<file path="src/itri_pkg.sv">
package itri_pkg;

  localparam int NUM_CTR = 3;

  // request types
  localparam logic [2:0] REQ_READ   = 3'd0;
  localparam logic [2:0] REQ_WRITE  = 3'd1;
  localparam logic [2:0] REQ_EXPIRY = 3'd2;
  localparam logic [2:0] REQ_START  = 3'd3;
  localparam logic [2:0] REQ_STOP   = 3'd4;

  // register map
  localparam logic [2:0] REG_CONTROL = 3'd3;
  localparam logic [2:0] REG_CLR_CLK = 3'd4;

  // counters
  localparam logic [1:0] CTR_SANITY   = 2'd0;
  localparam logic [1:0] CTR_INTERVAL = 2'd1;
  localparam logic [1:0] CTR_BUS      = 2'd2;

  // access modes, control bits 5:4
  localparam logic [1:0] MODE_LSB  = 2'd1;
  localparam logic [1:0] MODE_MSB  = 2'd2;
  localparam logic [1:0] MODE_WORD = 2'd3;

  // control select field value that marks a read-back command
  localparam logic [1:0] SEL_READBACK = 2'd3;

  // clock interrupt actions
  localparam logic [1:0] CLK_NONE  = 2'd0;
  localparam logic [1:0] CLK_SET   = 2'd1;
  localparam logic [1:0] CLK_CLEAR = 2'd2;

  localparam logic [15:0] COUNT_FULL = 16'hffff;

  typedef struct packed {
    logic [2:0] req_type;
    logic [2:0] reg_select;
    logic [7:0] write_data;
    logic [1:0] counter_sel;
    logic [2:0] inhibit;     // bit n inhibits counter n
  } req_t;

  typedef struct packed {
    logic [7:0]  read_data;
    logic        start_valid;
    logic [1:0]  start_counter;
    logic [15:0] start_delay;
    logic        stop_valid;
    logic        nmi_raise;
    logic        sanity_timeout_set;
    logic        bus_timeout_set;
    logic        bus_timeout_irq;
    logic [1:0]  clock_irq_action;
    logic        bus_abort;
  } result_t;

endpackage

</file>
<file path="src/itri_ctr_bank.sv">
module itri_ctr_bank (
  input  logic            clk,
  input  logic            rst,
  input  logic            fire,
  input  itri_pkg::req_t  req,
  output itri_pkg::result_t res
);
  import itri_pkg::*;

  logic [7:0]  ctrl        [NUM_CTR];
  logic [15:0] divider     [NUM_CTR];
  logic [15:0] count       [NUM_CTR];
  logic        enabled     [NUM_CTR];
  logic        write_high  [NUM_CTR];
  logic        read_high   [NUM_CTR];
  logic        stat_valid  [NUM_CTR];
  logic        cnt_valid   [NUM_CTR];
  logic [7:0]  stat_latch  [NUM_CTR];
  logic [15:0] cnt_snap    [NUM_CTR];

  logic [7:0]  ctrl_next       [NUM_CTR];
  logic [15:0] divider_next    [NUM_CTR];
  logic [15:0] count_next      [NUM_CTR];
  logic        enabled_next    [NUM_CTR];
  logic        write_high_next [NUM_CTR];
  logic        read_high_next  [NUM_CTR];
  logic        stat_valid_next [NUM_CTR];
  logic        cnt_valid_next  [NUM_CTR];
  logic [7:0]  stat_latch_next [NUM_CTR];
  logic [15:0] cnt_snap_next   [NUM_CTR];

  logic [7:0]  lane_rd     [NUM_CTR];
  logic        lane_start  [NUM_CTR];
  logic [15:0] lane_delay  [NUM_CTR];
  logic        lane_nmi    [NUM_CTR];
  logic        lane_btset  [NUM_CTR];
  logic        lane_btirq  [NUM_CTR];
  logic        lane_clk    [NUM_CTR];
  logic        lane_abort  [NUM_CTR];

  for (genvar i = 0; i < NUM_CTR; i++) begin : g_lane
    localparam logic [1:0]  IDX  = 2'(i);
    localparam logic [15:0] SUB  = (i == 2) ? 16'd2 : 16'd0;
    localparam logic [15:0] STEP = (i == 2) ? 16'd2 : 16'd1;

    always_comb begin
      logic [1:0] mode;
      logic       load;
      logic       data_hit;
      logic       sel_hit;
      mode     = ctrl[i][5:4];
      load     = 1'b0;
      data_hit = (req.reg_select == {1'b0, IDX});
      sel_hit  = (req.counter_sel == IDX);

      ctrl_next[i]       = ctrl[i];
      divider_next[i]    = divider[i];
      count_next[i]      = count[i];
      enabled_next[i]    = enabled[i];
      write_high_next[i] = write_high[i];
      read_high_next[i]  = read_high[i];
      stat_valid_next[i] = stat_valid[i];
      cnt_valid_next[i]  = cnt_valid[i];
      stat_latch_next[i] = stat_latch[i];
      cnt_snap_next[i]   = cnt_snap[i];

      lane_rd[i]    = '0;
      lane_start[i] = 1'b0;
      lane_delay[i] = '0;
      lane_nmi[i]   = 1'b0;
      lane_btset[i] = 1'b0;
      lane_btirq[i] = 1'b0;
      lane_clk[i]   = 1'b0;
      lane_abort[i] = 1'b0;

      case (req.req_type)
        REQ_READ: begin
          if (data_hit) begin
            case (mode)
              MODE_LSB: lane_rd[i] = count[i][7:0];
              MODE_MSB: lane_rd[i] = count[i][15:8];
              MODE_WORD: begin
                if (stat_valid[i]) begin
                  stat_valid_next[i] = 1'b0;
                  lane_rd[i]         = stat_latch[i];
                end else if (cnt_valid[i]) begin
                  if (read_high[i]) begin
                    read_high_next[i] = 1'b0;
                    cnt_valid_next[i] = 1'b0;
                    lane_rd[i]        = cnt_snap[i][15:8];
                  end else begin
                    read_high_next[i] = 1'b1;
                    lane_rd[i]        = cnt_snap[i][7:0];
                  end
                end else if (read_high[i]) begin
                  read_high_next[i] = 1'b0;
                  lane_rd[i]        = count[i][15:8];
                end else begin
                  read_high_next[i] = 1'b1;
                  lane_rd[i]        = count[i][7:0];
                end
              end
              default: lane_rd[i] = '0;
            endcase
          end
        end
        REQ_WRITE: begin
          if (data_hit) begin
            enabled_next[i] = 1'b1;
            case (mode)
              MODE_LSB: begin
                divider_next[i] = {8'd0, req.write_data};
                count_next[i]   = {8'd0, req.write_data};
                load            = 1'b1;
              end
              MODE_MSB: begin
                divider_next[i] = {req.write_data, 8'd0};
                count_next[i]   = {req.write_data, 8'd0};
                load            = 1'b1;
              end
              MODE_WORD: begin
                if (write_high[i]) begin
                  write_high_next[i] = 1'b0;
                  divider_next[i]    = {req.write_data, divider[i][7:0]};
                  count_next[i]      = {req.write_data, divider[i][7:0]};
                  load               = 1'b1;
                end else begin
                  write_high_next[i] = 1'b1;
                  divider_next[i]    = {divider[i][15:8], req.write_data};
                  count_next[i]      = {divider[i][15:8], req.write_data};
                end
              end
              default: ;
            endcase
          end else if (req.reg_select == REG_CONTROL) begin
            if (req.write_data[7:6] == SEL_READBACK) begin
              // read-back: bits 3:1 pick counters, bits 4 and 5 active low
              if (req.write_data[i + 1]) begin
                if (!req.write_data[4]) begin
                  stat_latch_next[i] = ctrl[i];
                  stat_valid_next[i] = 1'b1;
                end
                if (!req.write_data[5]) begin
                  cnt_snap_next[i]  = count[i];
                  cnt_valid_next[i] = 1'b1;
                end
              end
            end else if (req.write_data[7:6] == IDX) begin
              ctrl_next[i]       = req.write_data;
              enabled_next[i]    = 1'b0;
              write_high_next[i] = 1'b0;
              read_high_next[i]  = 1'b0;
              count_next[i]      = COUNT_FULL;
              divider_next[i]    = COUNT_FULL;
            end
          end
        end
        REQ_EXPIRY: begin
          if (sel_hit && enabled[i] && !req.inhibit[i]) begin
            if (IDX == CTR_SANITY) begin
              count_next[i] = COUNT_FULL;
              lane_nmi[i]   = 1'b1;
              lane_btirq[i] = 1'b1;
            end else if (IDX == CTR_INTERVAL) begin
              lane_clk[i] = 1'b1;
            end else if (mode == MODE_LSB) begin
              count_next[i] = COUNT_FULL;
              lane_btset[i] = 1'b1;
              lane_btirq[i] = 1'b1;
              lane_abort[i] = 1'b1;
            end
          end
        end
        REQ_START: begin
          if (sel_hit) load = 1'b1;
        end
        default: ;
      endcase

      // schedule request from the freshly loaded count
      if (load && !req.inhibit[i]) begin
        lane_start[i] = 1'b1;
        lane_delay[i] = count_next[i] - SUB;
        count_next[i] = count_next[i] - STEP;
      end
    end

    always_ff @(posedge clk) begin
      if (rst) begin
        ctrl[i]       <= '0;
        divider[i]    <= '0;
        count[i]      <= '0;
        enabled[i]    <= 1'b0;
        write_high[i] <= 1'b0;
        read_high[i]  <= 1'b0;
        stat_valid[i] <= 1'b0;
        cnt_valid[i]  <= 1'b0;
        stat_latch[i] <= '0;
        cnt_snap[i]   <= '0;
      end else if (fire) begin
        ctrl[i]       <= ctrl_next[i];
        divider[i]    <= divider_next[i];
        count[i]      <= count_next[i];
        enabled[i]    <= enabled_next[i];
        write_high[i] <= write_high_next[i];
        read_high[i]  <= read_high_next[i];
        stat_valid[i] <= stat_valid_next[i];
        cnt_valid[i]  <= cnt_valid_next[i];
        stat_latch[i] <= stat_latch_next[i];
        cnt_snap[i]   <= cnt_snap_next[i];
      end
    end
  end

  // at most one lane is active, so the lanes merge by or
  always_comb begin
    res = '0;
    for (int n = 0; n < NUM_CTR; n++) begin
      res.read_data          = res.read_data | lane_rd[n];
      res.start_valid        = res.start_valid | lane_start[n];
      res.start_counter      = res.start_counter | (lane_start[n] ? 2'(n) : 2'd0);
      res.start_delay        = res.start_delay | lane_delay[n];
      res.nmi_raise          = res.nmi_raise | lane_nmi[n];
      res.sanity_timeout_set = res.sanity_timeout_set | lane_nmi[n];
      res.bus_timeout_set    = res.bus_timeout_set | lane_btset[n];
      res.bus_timeout_irq    = res.bus_timeout_irq | lane_btirq[n];
      res.bus_abort          = res.bus_abort | lane_abort[n];
    end
    res.stop_valid = (req.req_type == REQ_STOP) &&
                     (req.counter_sel != SEL_READBACK);
    if (lane_clk[CTR_INTERVAL]) begin
      res.clock_irq_action = CLK_SET;
    end else if (req.req_type == REQ_READ && req.reg_select == REG_CLR_CLK) begin
      res.clock_irq_action = CLK_CLEAR;
    end else begin
      res.clock_irq_action = CLK_NONE;
    end
  end

endmodule

</file>
<file path="src/interval_timer_register_interface.sv">
// path: input register, then result register, which drives the output ports
// throughput: one request per cycle while out_stall is low; the per-counter
//   state is updated in the single pass between the two registers, so the
//   next request sees it at once
// reset: synchronous, active high; all counter state and latches are cleared,
//   and both pipeline registers are marked empty
module interval_timer_register_interface (
  input  logic        clk,
  input  logic        rst,
  // request channel
  input  logic        in_valid,
  output logic        in_stall,
  input  logic [2:0]  req_type,
  input  logic [2:0]  reg_select,
  input  logic [7:0]  write_data,
  input  logic [1:0]  counter_sel,
  input  logic        sanity_inhibit,
  input  logic        interval_inhibit,
  input  logic        bus_timer_inhibit,
  // result channel
  output logic        out_valid,
  input  logic        out_stall,
  output logic [7:0]  read_data,
  output logic        start_valid,
  output logic [1:0]  start_counter,
  output logic [15:0] start_delay,
  output logic        stop_valid,
  output logic        nmi_raise,
  output logic        sanity_timeout_set,
  output logic        bus_timeout_set,
  output logic        bus_timeout_irq,
  output logic [1:0]  clock_irq_action,
  output logic        bus_abort
);
  import itri_pkg::*;

  // input register
  req_t    req_q;
  logic    req_full;
  // result register
  result_t res_q;
  result_t res;
  logic    fire;

  // the held request is processed when the result register is free or emptying
  assign fire     = req_full && (!out_valid || !out_stall);
  assign in_stall = req_full && !fire;

  always_ff @(posedge clk) begin
    if (rst) begin
      req_full <= 1'b0;
    end else if (!in_stall) begin
      req_full <= in_valid;
    end
  end

  // payload capture, no reset needed
  always_ff @(posedge clk) begin
    if (in_valid && !in_stall) begin
      req_q <= '{req_type:    req_type,
                 reg_select:  reg_select,
                 write_data:  write_data,
                 counter_sel: counter_sel,
                 inhibit:     {bus_timer_inhibit, interval_inhibit, sanity_inhibit}};
    end
  end

  // counter state and per-request decode
  itri_ctr_bank u_bank (
    .clk  (clk),
    .rst  (rst),
    .fire (fire),
    .req  (req_q),
    .res  (res)
  );

  always_ff @(posedge clk) begin
    if (rst) begin
      out_valid <= 1'b0;
    end else if (fire) begin
      out_valid <= 1'b1;
    end else if (!out_stall) begin
      out_valid <= 1'b0;
    end
  end

  always_ff @(posedge clk) begin
    if (fire) begin
      res_q <= res;
    end
  end

  assign read_data          = res_q.read_data;
  assign start_valid        = res_q.start_valid;
  assign start_counter      = res_q.start_counter;
  assign start_delay        = res_q.start_delay;
  assign stop_valid         = res_q.stop_valid;
  assign nmi_raise          = res_q.nmi_raise;
  assign sanity_timeout_set = res_q.sanity_timeout_set;
  assign bus_timeout_set    = res_q.bus_timeout_set;
  assign bus_timeout_irq    = res_q.bus_timeout_irq;
  assign clock_irq_action   = res_q.clock_irq_action;
  assign bus_abort          = res_q.bus_abort;

  // a full input register with a stalled result must hold off new requests
  a_hold_off: assert property (@(posedge clk) disable iff (rst)
    (req_full && out_valid && out_stall) |-> in_stall)
    else $error("request taken while result stalled");

  // a processed request always shows up as a result in the next cycle
  a_fire_result: assert property (@(posedge clk) disable iff (rst)
    fire |=> out_valid)
    else $error("processed request produced no result");

  // sanity expiry raises nmi together with its status and interrupt bits
  a_nmi_group: assert property (@(posedge clk) disable iff (rst)
    (out_valid && nmi_raise) |-> (sanity_timeout_set && bus_timeout_irq && !bus_abort))
    else $error("inconsistent sanity expiry result");

  // a start and a stop never come from the same request; clock action is never 3
  a_start_stop: assert property (@(posedge clk) disable iff (rst)
    out_valid |-> !(start_valid && stop_valid) && (clock_irq_action != 2'd3))
    else $error("conflicting result flags");

endmodule
</file>
<file path="config.mk">
export PLATFORM = sky130hd
export DESIGN_NAME = interval_timer_register_interface
export DESIGN_NICKNAME = d
export VERILOG_FILES = /design/src/itri_pkg.sv /design/src/itri_ctr_bank.sv /design/src/interval_timer_register_interface.sv
export SDC_FILE = /design/constraint.sdc
export NUM_CORES = 1
export LEC_CHECK = 0
export BUFFER_PORTS_ARGS = -buffer_cell sky130_fd_sc_hd__buf_2
export CELL_PAD_IN_SITES_DETAIL_PLACEMENT = 1
export CELL_PAD_IN_SITES_GLOBAL_PLACEMENT = 2
export CORE_ASPECT_RATIO = 1.5
export CORE_MARGIN = 5
export CORE_UTILIZATION = 42
export DETAILED_ROUTE_END_ITERATION = 8
export HOLD_SLACK_MARGIN = 0.06
export PLACE_DENSITY_LB_ADDON = 0.1
export SETUP_SLACK_MARGIN = 0.4
export SKIP_CTS_REPAIR_TIMING = 1
export SYNTH_ARGS = -nofsm -noshare
export SYNTH_HDL_FRONTEND = slang
export SYNTH_HIERARCHICAL = 1
export SYNTH_SLANG_ARGS = --single-unit
</file>
<file path="constraint.sdc">
create_clock -name clk -period 5.8 [get_ports clk]
set_input_delay 0.29 -clock clk [delete_from_list [all_inputs] [get_ports clk]]
set_output_delay 0.29 -clock clk [all_outputs]
set_load 0.005 [all_outputs]
</file>
; ---- Yosys cells after proc, flatten, opt, wreduce, memory -nomap -nowiden
; Memories as Yosys holds them, arrays and structs flattened.
; Index checks and enable logic that the tools add are counted.
; Widths: inputs -> output; s select.
[word_totals]
reg_bits = 54
ramBits = 207
out_inout_bits = 37
mem_count = 10
[memory_table]
columns = memory, depth, width, read_ports, rd_ports_with_merged_regs, wr, line_no
row1 = u_bank.cnt_snap, 3, 16, 3, 0, 3, itri_ctr_bank.sv:19  ; logic [15:0] cnt_snap [NUM_CTR];
row2 = u_bank.count, 3, 16, 3, 0, 3, itri_ctr_bank.sv:12  ; logic [15:0] count [NUM_CTR];
row3 = u_bank.divider, 3, 16, 3, 0, 3, itri_ctr_bank.sv:11  ; logic [15:0] divider [NUM_CTR];
row4 = u_bank.ctrl, 3, 8, 3, 0, 3, itri_ctr_bank.sv:10  ; logic [7:0] ctrl [NUM_CTR];
row5 = u_bank.stat_latch, 3, 8, 3, 0, 3, itri_ctr_bank.sv:18  ; logic [7:0] stat_latch [NUM_CTR];
row6 = u_bank.cnt_valid, 3, 1, 3, 0, 3, itri_ctr_bank.sv:17  ; logic cnt_valid [NUM_CTR];
row7 = +4 memories, --, --, --, --, --, --
[classes]
add_sub_neg = 3
eq_ne = 24
mux = 302
bitwise = 38
reduce_logical = 29
[ops]
columns = cell, count
row1 = $mux 16, 67
row2 = $mux 8, 57
row3 = $pmux 16 s3, 6
row4 = $mux 1, 150
row5 = $pmux 8 s3, 3
row6 = $pmux 16 s2, 2
row7 = $or 1x1->1, 33
row8 = $or 16x16->16, 2
row9 = $sub 16x1->16 const B, 2
row10 = $pmux 1 s2, 15
row11 = $eq 2x2->1 const B, 9
row12 = $or 8x8->8, 2
row13 = $sub 16x2->16 const B, 1
row14 = $logic_and 1x1->1, 14
row15 = $eq 3x2->1 const B, 4
row16 = $eq 2x1->1 const B, 5
row17 = $logic_not 1->1, 7
row18 = $eq 3x1->1 const B, 2
row19 = $eq 3x3->1 const B, 2
row20 = $logic_not 3->1, 2
row21 = $reduce_or 2->1, 3
row22 = $logic_not 2->1, 2
row23 = $mux 2, 2
row24 = $ne 2x1->1 const B, 1
row25 = other kinds (3), 3

; ---- Longest topological paths before layout
; Gate-level depths: netlist of the first run.
; An unclocked memory read counts as a cell.
[logic_depth]
word_depth = 10
ltp_mapped = 14

; ---- Hierarchy
; Netlist of the first run, hierarchy kept.
[by_module_without_submodules]
columns = module, n_inst, cells_each, area_per_inst_um2, seq_area_each_um2
row1 = itri_ctr_bank, 1, 1286, 12959.9, 6216.0
row2 = interval_timer_register_interface, 1, 64, 1707.9, 1661.6

; ---- Worst setup path before layout of the first run
; Ideal clock, no wire load.
[synth_timing]
kind = register to register
from = reg req_full
to = mem u_bank.divider[2][0] (enable)
setup_time_ns = 0.394
arrival_time_ns = 4.912
required_ns = 5.406
path_slack_ns = 0.494
stages_incl_launch_ff = 7
cell_sequence = dfxtp_1 a21boi_0 nand2b_1 clkbuf_1 nor2_1 nor2_1 a21oi_1
[synth_rtl]
columns = item, line_no
row1 = from (decl), interval_timer_register_interface.sv:39  ; logic req_full;
row2 = from (signal assigned), interval_timer_register_interface.sv:53  ; req_full <= in_valid;
row3 = to (decl), itri_ctr_bank.sv:11

==> metrics, run 1 <==
outcome complete, no violations; Yosys cell types 82; FFs w/ async S/R, synth 0%; maximum VDD drop 0.207 mV; warnings from Yosys 6; diode count 0; initial antenna violation count 1; worst-case reg-to-reg path depth 9; Max-slew headroom 18.7%; PnR Total Power 4.66 mW; Setup WS post-layout 1600 ps; Crit Path Max Fanout 22; total CTS buffers 28; RSZ-0062 raised after global routing no; CP Launch Point req_q[13]; Setup CP Type reg -> reg; r2r endpoint u_bank/count[0][14]; Max-Cap Viols 0; Synth area leader edfxtp_1; I/O pin count 60; Detailed Place HPWL 40,700 um; Synth Flop Type edfxtp_1; RePlAce Congestion 0.939; first-pass GRT wire length 80,500 um; Hold Crit Class in -> reg; R2R Path Start req_q[13]; First-pass DRT Iterations 6; Startpoint Class flip-flop; vias 11.8k; Die Y 239 um; EDFF count, synth 261; final WL 55,500 um; Final ANT Viol Nets 0; cell count after synthesis 1,350; Power Density 282 nW/um^2; CP Data Arrival Time 4500 ps; Setup TNS Final 0 ps; proportion of layout cells with a drive suffix above 1 14.8%; num rows 83; P&R area growth vs syn 12.9%; mean area per synthesized cell 10.9 sq um; Seq cells post-synth 263; TritonCTS clock tree built; DRC 0; clock sink count 263; GRT Total Usage 28.0%; Reg2Reg Setup Slack 1600 ps; Chip Width 163 um; per-cell routed wire length 29.5 um; clk root buf clkbuf_16; die area 38,800 sq um; Slew Viols, Final 0; initial core utilization 42.7%; Layout Nets 1,434; synth top area cells edfxtp_1 (53%), mux4_2 (3.7%), a21oi_1 (3.6%), and2_1 (3.3%), nand2_1 (3.1%); FMAX 238 MHz; commonest non-fill, non-tap cell in the layout edfxtp_1; clk_lat worst skew 570 ps; Post-Syn Nets 1,393; Yosys top cell area share 53.4%; CORE AREA 34,400 sq um; 1st-iter DRT viols 1,024; Buffers on Ports 59; CP endpoint kind flip-flop; most frequent cells in the layout edfxtp_1 (261), nand2_1 (121), nor2_1 (117); CTS clk-pin slew, worst paths 60 ps; final setup vio count 0; minimum clock period 4200 ps; fin crit share 72.4%; measured slew at the worst slew-check pin 1220 ps; pre-CTS setup slack 1700 ps; H-Tree Level Count 1; register area share after synthesis 53.7%; Overflow after GRT 0; final hold vios 0; mapped cell area 14,700 sq um; largest net degree at the start of global routing 62; vias in the first global route 12.0k; leak pwr 5.99 nW; clk_skew 14.2 ps; worst-case clock buffer depth 3; Vias/cell 6.28; CP endpoint u_bank/count[0][14]; worst path required time 6090 ps; WHS 136 ps
==> worst min path at each step <==
stage / start / end / slack [ps] / cells after the start
after global placement: write_data[5] / req_q[10] / 470 / 1
after CTS: write_data[5] / req_q[10] / -110 / 1
after floorplan: rst / req_full / 350 / 1
final: rst / out_valid / 140 / 2
after detailed placement: write_data[2] / req_q[7] / 470 / 1
after global routing: rst / out_valid / 130 / 2
==> kinds of logic (layout without fill, tap and decap cells) <==
group	count (synthesis)	after routing	share of synthesized area, %
buffers and inverters	135	196	3.63
AO/OA/AOI/OAI	362	362	16.1
flip-flops	263	263	53.7
multiplexers	56	56	6.06
adder cells (fa/ha/maj)	20	20	1.71
AND/OR/NAND/NOR	490	490	17.3
XOR/XNOR	24	24	1.43
==> flip-flops by register name (all words and copies together) (netlist names), 2 cells and up <==
| name | count |
|---|---|
| u_bank/cnt_snap | 48 |
| u_bank/count | 48 |
| u_bank/divider | 48 |
| u_bank/ctrl | 24 |
| u_bank/stat_latch | 24 |
| req_q | 19 |
| start_delay | 16 |
| read_data | 8 |
| u_bank/cnt_valid | 3 |
| u_bank/enabled | 3 |
| u_bank/read_high | 3 |
| u_bank/stat_valid | 3 |
| u_bank/write_high | 3 |
| clock_irq_action | 2 |
| start_counter | 2 |
==> metal layers <==
layer	track usage [%]	vias up	routed length, um
met5	0	-	0
met4	10.7	0	2420
met3	3.29	114	2730
met2	51.4	419	29500
met1	33.5	6054	20900
li1	-	5199	-
==> cell type report <==
| class | instances | area, sq um |
|---|---|---|
| Inverter | 30 | 113 |
| Tap cell | 467 | 584 |
| Multi-Input combinational cell | 952 | 6280 |
| Sequential cell | 263 | 7880 |
| Timing Repair Buffer | 116 | 791 |
| Clock buffer | 36 | 731 |
| Fill cell | 3667 | 17800 |
| Clock inverter | 14 | 178 |
==> critical path, stage by stage, from the launching register on <==
cell and delay [ps]:
edfxtp_1 720, nor3_1 530, nand2_1 500, a211oi_1 530
ha_1 220, inv_1 50, or4_4 570, or4_4 550
nor3_1 190, nor3_2 70
==> cell usage after synthesis, types with 18 or more instances <==
master,instances
nand2_1,121
nor3_1,31
nor2_1,118
a21oi_1,105
o21ai_0,62
ha_1,20
mux4_2,24
inv_1,28
edfxtp_1,261
a22oi_1,37
and2_1,78
clkbuf_1,86
nand3_1,28
xnor2_1,18
mux2_2,22
a31oi_1,27
==> power by group <==
part / switching (mW) / total (mW) / internal (mW)
Clock: 0.757 / 1.82 / 1.06
Combinational: 0.334 / 0.524 / 0.190
Sequential: 0.112 / 2.32 / 2.21
Total: 1.20 / 4.66 / 3.46
==> per-stage QoR <==
step	area (sq um)	cells	util [%]
finish	16600	1878	48.2
global route	16600	1878	48.2
floorplan	14700	1350	-
detailed placement	15400	1806	44.9
CTS	16300	1856	47.5
global placement	15400	1806	44.9
Note: power is estimated with default switching activity, not from simulation.
==> inputs of run 2 (changes only) <==
CORE_UTILIZATION = 38   (was 42)
clock period = 3.45 ns   (was 5.8 ns; I/O delays follow)
==> run 2 against run 1 <==
Routed wire length rose by 9.4%. Sequential power is 67% higher. Utilization rose by 0.23 points. Global-route usage is 0.44 points lower. Final cell count rose by 9.9%. Flip-flop and latch count unchanged. Die area rose by 10%. Via count is 5.9% higher. Critical path type unchanged. Sequential share of layout area is 5.1 points lower. Total power increased by 75%.
==> metrics, run 2 (synthesized netlist as in run 1, its figures left out) <==
outcome complete, no violations; Hold Crit Class in -> reg; worst path required time 3770 ps (-2320 ps); Int Pwr 5.96 mW (+72%); Util after Layout 48.4% (+0.23 points); P&R area growth vs syn 26.4%; total CTS buffers 28 (unchanged); TritonCTS clock tree built; Vias/cell 6.05 (-3.6%); die area 42,700 sq um (+10%); PnR Total Power 8.17 mW (+75%); CP endpoint kind flip-flop; H-Tree Level Count 1 (unchanged); Setup TNS Final 0 ps (unchanged); combinational power share 13.5% (+2.3 points); proportion of layout cells with a drive suffix above 1 29.7% (+15 points); delay of the slowest critical-path stage 540 ps (-180 ps); crit path buf inv count 3 (+2); Power Density 441 nW/um^2 (+57%); switching power 2.21 mW (+84%); RePlAce Congestion 0.922 (-1.8%); first-pass GRT wire length 87,000 um (+8.1%); CTS clk-pin slew, worst paths 70 ps (about the same); Clk network pwr share 39.1% (about the same); fin crit share 93.6% (+21 points); biggest regs u_bank/cnt_snap (48), u_bank/count (48), u_bank/divider (48); minimum clock period 3230 ps (-972 ps); clock sink count 263 (unchanged); vias 12.5k (+5.9%); Startpoint Class flip-flop; final setup vio count 0 (unchanged); FMAX 310 MHz (+30%); per-cell routed wire length 29.4 um (-0.43%); Crit Path Max Fanout 6 (-73%); sequential share of power 47.4% (-2.3 points); Switching Share 27.0% (+1.2 points); Buffers on Ports 59 (unchanged); maximum VDD drop 0.317 mV (+53%); initial antenna violation count 0 (-1); num rows 88 (+6.0%); pre-CTS setup slack 50.1 ps (-1650 ps); DRC 0 (unchanged); worst-case reg-to-reg path depth 11 (+2); WHS 250 ps (+114 ps); Max-slew headroom 34.4% (+16 points); clk_skew 13.9 ps (-0.315 ps); crit-path cells buf_4 > nor4b_4 > buf_6 > nand2_8 > a211oi_4 > ha_2 > inv_2 > or4_4 > or4_4 > nor3_2 > nor3_2; CP Data Arrival Time 3550 ps (-950 ps); clk_lat worst skew 570 ps (about the same); initial core utilization 38.3% (-4.4 points); Detailed Place HPWL 45,400 um (+12%); measured slew at the worst slew-check pin 983 ps (-232 ps); Max-Cap Viols 0 (unchanged); leak pwr 6.90 nW (+15%); 1st-iter DRT viols 1,160 (+13%); GRT Total Usage 27.6% (-0.44 points); Reg2Reg Setup Slack 220 ps (-1380 ps); final hold vios 0 (unchanged); vias in the first global route 12.9k (+6.9%); CORE AREA 38,300 sq um (+11%); Slew Viols, Final 0 (unchanged); HP Start rst; Die Y 251 um (+4.9%); WHS Path Cells 4 (+2); RSZ-0062 raised after global routing yes; largest net degree at the start of global routing 59 (-4.8%); critical path depth 11 (+2); worst-case clock buffer depth 3 (unchanged); r2r endpoint u_bank/count[0][14]; Overflow after GRT 0 (unchanged); Setup CP Type reg -> reg; Final ANT Viol Nets 0 (unchanged); clk root buf clkbuf_16; commonest non-fill, non-tap cell in the layout edfxtp_1; most frequent cells in the layout edfxtp_1 (261), buf_4 (168), nand2_1 (118); Slowest cell on crit path or4_4; First-pass DRT Iterations 7 (+1); I/O pin count 60 (unchanged); Chip Width 170 um (+4.8%); worst hold endpoint u_bank/read_high[2]; crit-path leading delay family simple AND/OR/NAND/NOR gates; R2R Path Start req_q[15]; final WL 60,700 um (+9.4%); Layout Nets 1,588 (+11%); Setup WS post-layout 220 ps (-1380 ps)
## run 2: changes by cell type in the layout (fill, tap and decap cells not counted), moves of 7 or more
cell      previous run  this run
ha_1                20        12
clkbuf_1             8         1
buf_6                0        12
nor3_1              31        24
nor2_1             117       110
clkinv_4             0         7
buf_4               34       168
## run 2: stage by stage
stage / instances / area (sq um)
2_1_floorplan: 1350 / 14900
3_3_place_gp: 1939 / 16500
3_5_place_dp: 1939 / 16500
4_1_cts: 1991 / 17400
5_1_grt: 2062 / 18500
6_report: 2063 / 18500
## run 2: worst max-delay path by stage
stage,to,slack [ps],startpoint
final,u_bank/count[0][14],220,req_q[15]
after CTS,u_bank/count[0][14],20,req_q[15]
after detailed placement,u_bank/count[0][14],50,req_q[15]
after global routing,u_bank/count[0][14],150,req_q[17]
after global placement,u_bank/count[0][14],130,req_q[15]
after floorplan,u_bank/count[0][14],230,req_q[18]
## run 2: layout make-up
type	count	area, sq um
Antenna cell	1	2.50
Clock buffer	29	704
Clock inverter	23	263
Fill cell	4135	19800
Inverter	30	123
Multi-Input combinational cell	952	6910
Sequential cell	263	7880
Tap cell	495	619
Timing Repair Buffer	270	2050
## run 2: power by group through the flow
stage | Combinational [mW] | Sequential, mW | Clock, mW
after floorplan | 0.604 | 3.83 | 0
after global placement | 0.972 | 3.94 | 0
after detailed placement | 0.978 | 3.95 | 0
after CTS | 0.984 | 3.88 | 3.27
after global routing | 1.17 | 3.89 | 3.41
final | 1.10 | 3.88 | 3.20
## run 2: tightest hold or removal path, stage by stage
cell    delay (ps)
buf_2          110
buf_4          200
nor2_1         120
nor2_1          50
## run 2: per-layer routing
metal	routed length [um]	share of wire (%)	global-route usage [%]	vias up
li1	-	-	-	5527
met1	22300	37	31.5	6387
met2	32600	54	50.8	424
met3	2090	3.4	2.23	145
met4	3690	6.1	13.7	0
met5	0	0	0	-
==> inputs of run 3 (changes only) <==
ABC_AREA = 1   (was not set)
CORE_UTILIZATION = 35   (was 38)
==> run 3 against run 2 <==
Global-route usage is 0.31 points lower. Count of clock-buffer cells in the layout grew 7. Synthesized area grew 2.6%. Total power grew 2.6%. Synthesized cell count is 31% higher. Worst hold slack improved by 42 ps. Clock power is essentially flat. Non-clock buffer count is 93 lower. Critical path depth is 3 higher. Critical path type unchanged.
==> metrics, run 3 <==
worst-case clock buffer depth 3 (unchanged); DRC 0 (unchanged); final WL 66,000 um (+8.7%); FFs w/ async S/R, synth 0% (unchanged); Overflow after GRT 0 (unchanged); EDFF count, synth 261 (unchanged); R2R Path Start req_q[14]; Power Density 470 nW/um^2 (+6.6%); top post-synthesis cells by count nand2_1 (320), nor2_1 (298), edfxtp_1 (261); outcome complete, no violations; delay of the slowest critical-path stage 530 ps (about the same); GRT Total Usage 27.2% (-0.31 points); vias in the first global route 14.0k (+8.6%); Crit Path Max Fanout 9 (+3); CP endpoint kind flip-flop; fin crit share 85.6% (-8.1 points); Setup TNS Final 0 ps (unchanged); Startpoint Class flip-flop; mean area per synthesized cell 8.49 sq um (-22%); HP Start write_data[7]; P&R area growth vs syn 18.6%; worst path required time 3750 ps (-20 ps); worst-case reg-to-reg path depth 14 (+3); diode count 0 (-1); Vias/cell 5.48 (-9.5%); TritonCTS clock tree built; mapped cell area 15,000 sq um (+2.6%); Synth area leader edfxtp_1; Hold Crit Class in -> reg; most common cell in the netlist nand2_1; Reg2Reg Setup Slack 500 ps (+280 ps); WHS Path Cells 2 (-2); Util after Layout 41.8% (-6.6 points); 1st-iter DRT viols 966 (-17%); initial antenna violation count 0 (unchanged); Buffers on Ports 59 (unchanged); biggest regs u_bank/cnt_snap (48), u_bank/count (48), u_bank/divider (48); num rows 93 (+5.7%); vias 13.7k (+9.5%); clk_skew 19.1 ps (+5.17 ps); final hold vios 0 (unchanged); GRT busiest layer met2; Layout Nets 1,948 (+23%); die area 47,300 sq um (+11%); measured slew at the worst slew-check pin 916 ps (-67.1 ps); cell count after synthesis 1,772 (+31%); most frequent cells in the layout nand2_1 (316), nor2_1 (289), edfxtp_1 (261); Yosys cell types 54 (-34%); Yosys top cell area share 52.1% (-1.3 points); clk_lat worst skew 580 ps (about the same); CORE AREA 42,700 sq um (+11%); minimum clock period 2950 ps (-278 ps); proportion of layout cells with a drive suffix above 1 16.8% (-13 points); maximum VDD drop 0.368 mV (+16%); H-Tree Level Count 1 (unchanged); I/O pin count 60 (unchanged); final setup vio count 0 (unchanged); CTS clk-pin slew, worst paths 60 ps (about the same); worst hold endpoint req_q[12]; CP Data Arrival Time 3250 ps (-300 ps); Final ANT Viol Nets 0 (unchanged); Synth Flop Type edfxtp_1; Slowest cell on crit path edfxtp_1; clk root buf clkbuf_16; synth top area cells edfxtp_1 (52%), nand2_1 (8.0%), nor2_1 (7.4%), o21ai_0 (5.5%), a21oi_1 (5.2%); M3 GR Usage 2.73% (+0.51 points); met1 usage 31.3% (-0.24 points); Chip Width 179 um (+5.2%); warnings from Yosys 6 (unchanged); Max-slew headroom 38.7% (+4.3 points); Seq cells post-synth 263 (unchanged); Slew Viols, Final 0 (unchanged); total CTS buffers 30 (+7.1%); Setup CP Type reg -> reg; leak pwr 7.23 nW (+4.8%); largest net degree at the start of global routing 54 (-8.5%); Detailed Place HPWL 51,000 um (+12%); multi-input logic area 6230 sq um (-9.8%); Post-Syn Nets 1,815 (+30%); initial core utilization 35.2% (-3.0 points); Max-Cap Viols 0 (unchanged); Die Y 264 um (+5.3%); register area share after synthesis 52.4% (-1.4 points); FMAX 339 MHz (+9.4%); commonest non-fill, non-tap cell in the layout nand2_1; Storage cell area 7880 sq um (unchanged); clock sink count 263 (unchanged); per-cell routed wire length 26.4 um (-10%); first-pass GRT wire length 94,300 um (+8.4%); RePlAce Congestion 0.934 (+1.2%); Fillers 5,049 (+22%); met2 usage 49.2% (-1.6 points); r2r endpoint start_delay[15]; crit-path cells buf_4 > nand3_2 > nor2_2 > nand2_1 > buf_4 > nand3_1 > nand2_1 > nand2_1 > nor2_1 > nand2_1 > nor2_1 > nand3_1 > nand3_1 > nand3_1; RSZ-0062 raised after global routing yes; First-pass DRT Iterations 6 (-1)
run 3: cell types whose count changed in the layout (fill, tap and decap cells not counted), sizes merged, moves of 18 or more:
cell,previous run,this run
a21oi,106,158
a22oi,37,3
and2,79,0
buf,246,154
inv,28,192
mux2,22,0
mux4,24,0
nand2,121,335
nand3,30,71
nor2,119,333
o21ai,62,191
o221ai,5,29
xnor2,18,0
run 3: critical path, delay by kind of cell (launching register included):
kind	cells	cell delay, ps
buf+inv	2	430
simple gates	12	1720
flops	1	530
run 3: final cells by class:
type	count	share of cell area, %
Timing Repair Buffer	177	6.98
Sequential cell	263	44.1
Clock buffer	36	4.45
Inverter	208	4.62
Multi-Input combinational cell	1225	34.9
Tap cell	570	4.00
Clock inverter	17	0.897
run 3: metrics by stage:
stage	instances	hold slack (ps)	power, mW	setup slack, ps	cell area [sq um]
global route	2496	293	8.69	381	17800
finish	2496	293	8.38	498	17800
detailed placement	2388	351	5.16	283	16300
CTS	2441	-270	8.40	267	17300
global placement	2388	349	5.14	329	16300
floorplan	1772	235	4.61	412	15200
run 3: worst max path at each step:
stage	endpoint	start	cells past startpoint
floorplan	u_bank/cnt_snap[2][0]	req_full	6
global placement	u_bank/count[0][10]	u_bank/ctrl[0][5]	18
detailed placement	u_bank/count[0][10]	u_bank/ctrl[0][5]	18
CTS	u_bank/count[0][10]	u_bank/ctrl[0][5]	18
global route	u_bank/count[0][14]	req_q[14]	16
finish	start_delay[15]	req_q[14]	14
run 3: cells by family after synthesis:
kind of cell	after synthesis	synth area share [%]
xor+xnor	1	0.0582
compound gates	428	15.8
flops	263	52.4
buf+inv	284	7.59
simple gates	776	22.5
fa+ha+maj	20	1.66
run 3: power by group:
| group | internal [mW] | switching, mW |
|---|---|---|
| logic | 0.343 | 0.908 |
| registers | 3.78 | 0.139 |
| clock network | 1.85 | 1.36 |
| total | 5.97 | 2.41 |
run 3: layer usage:
layer / share of wire (%) / wire length (um)
met1: 38 / 24800
met4: 6.7 / 4450
met2: 52 / 34300
met3: 3.7 / 2430
met5: 0 / 0
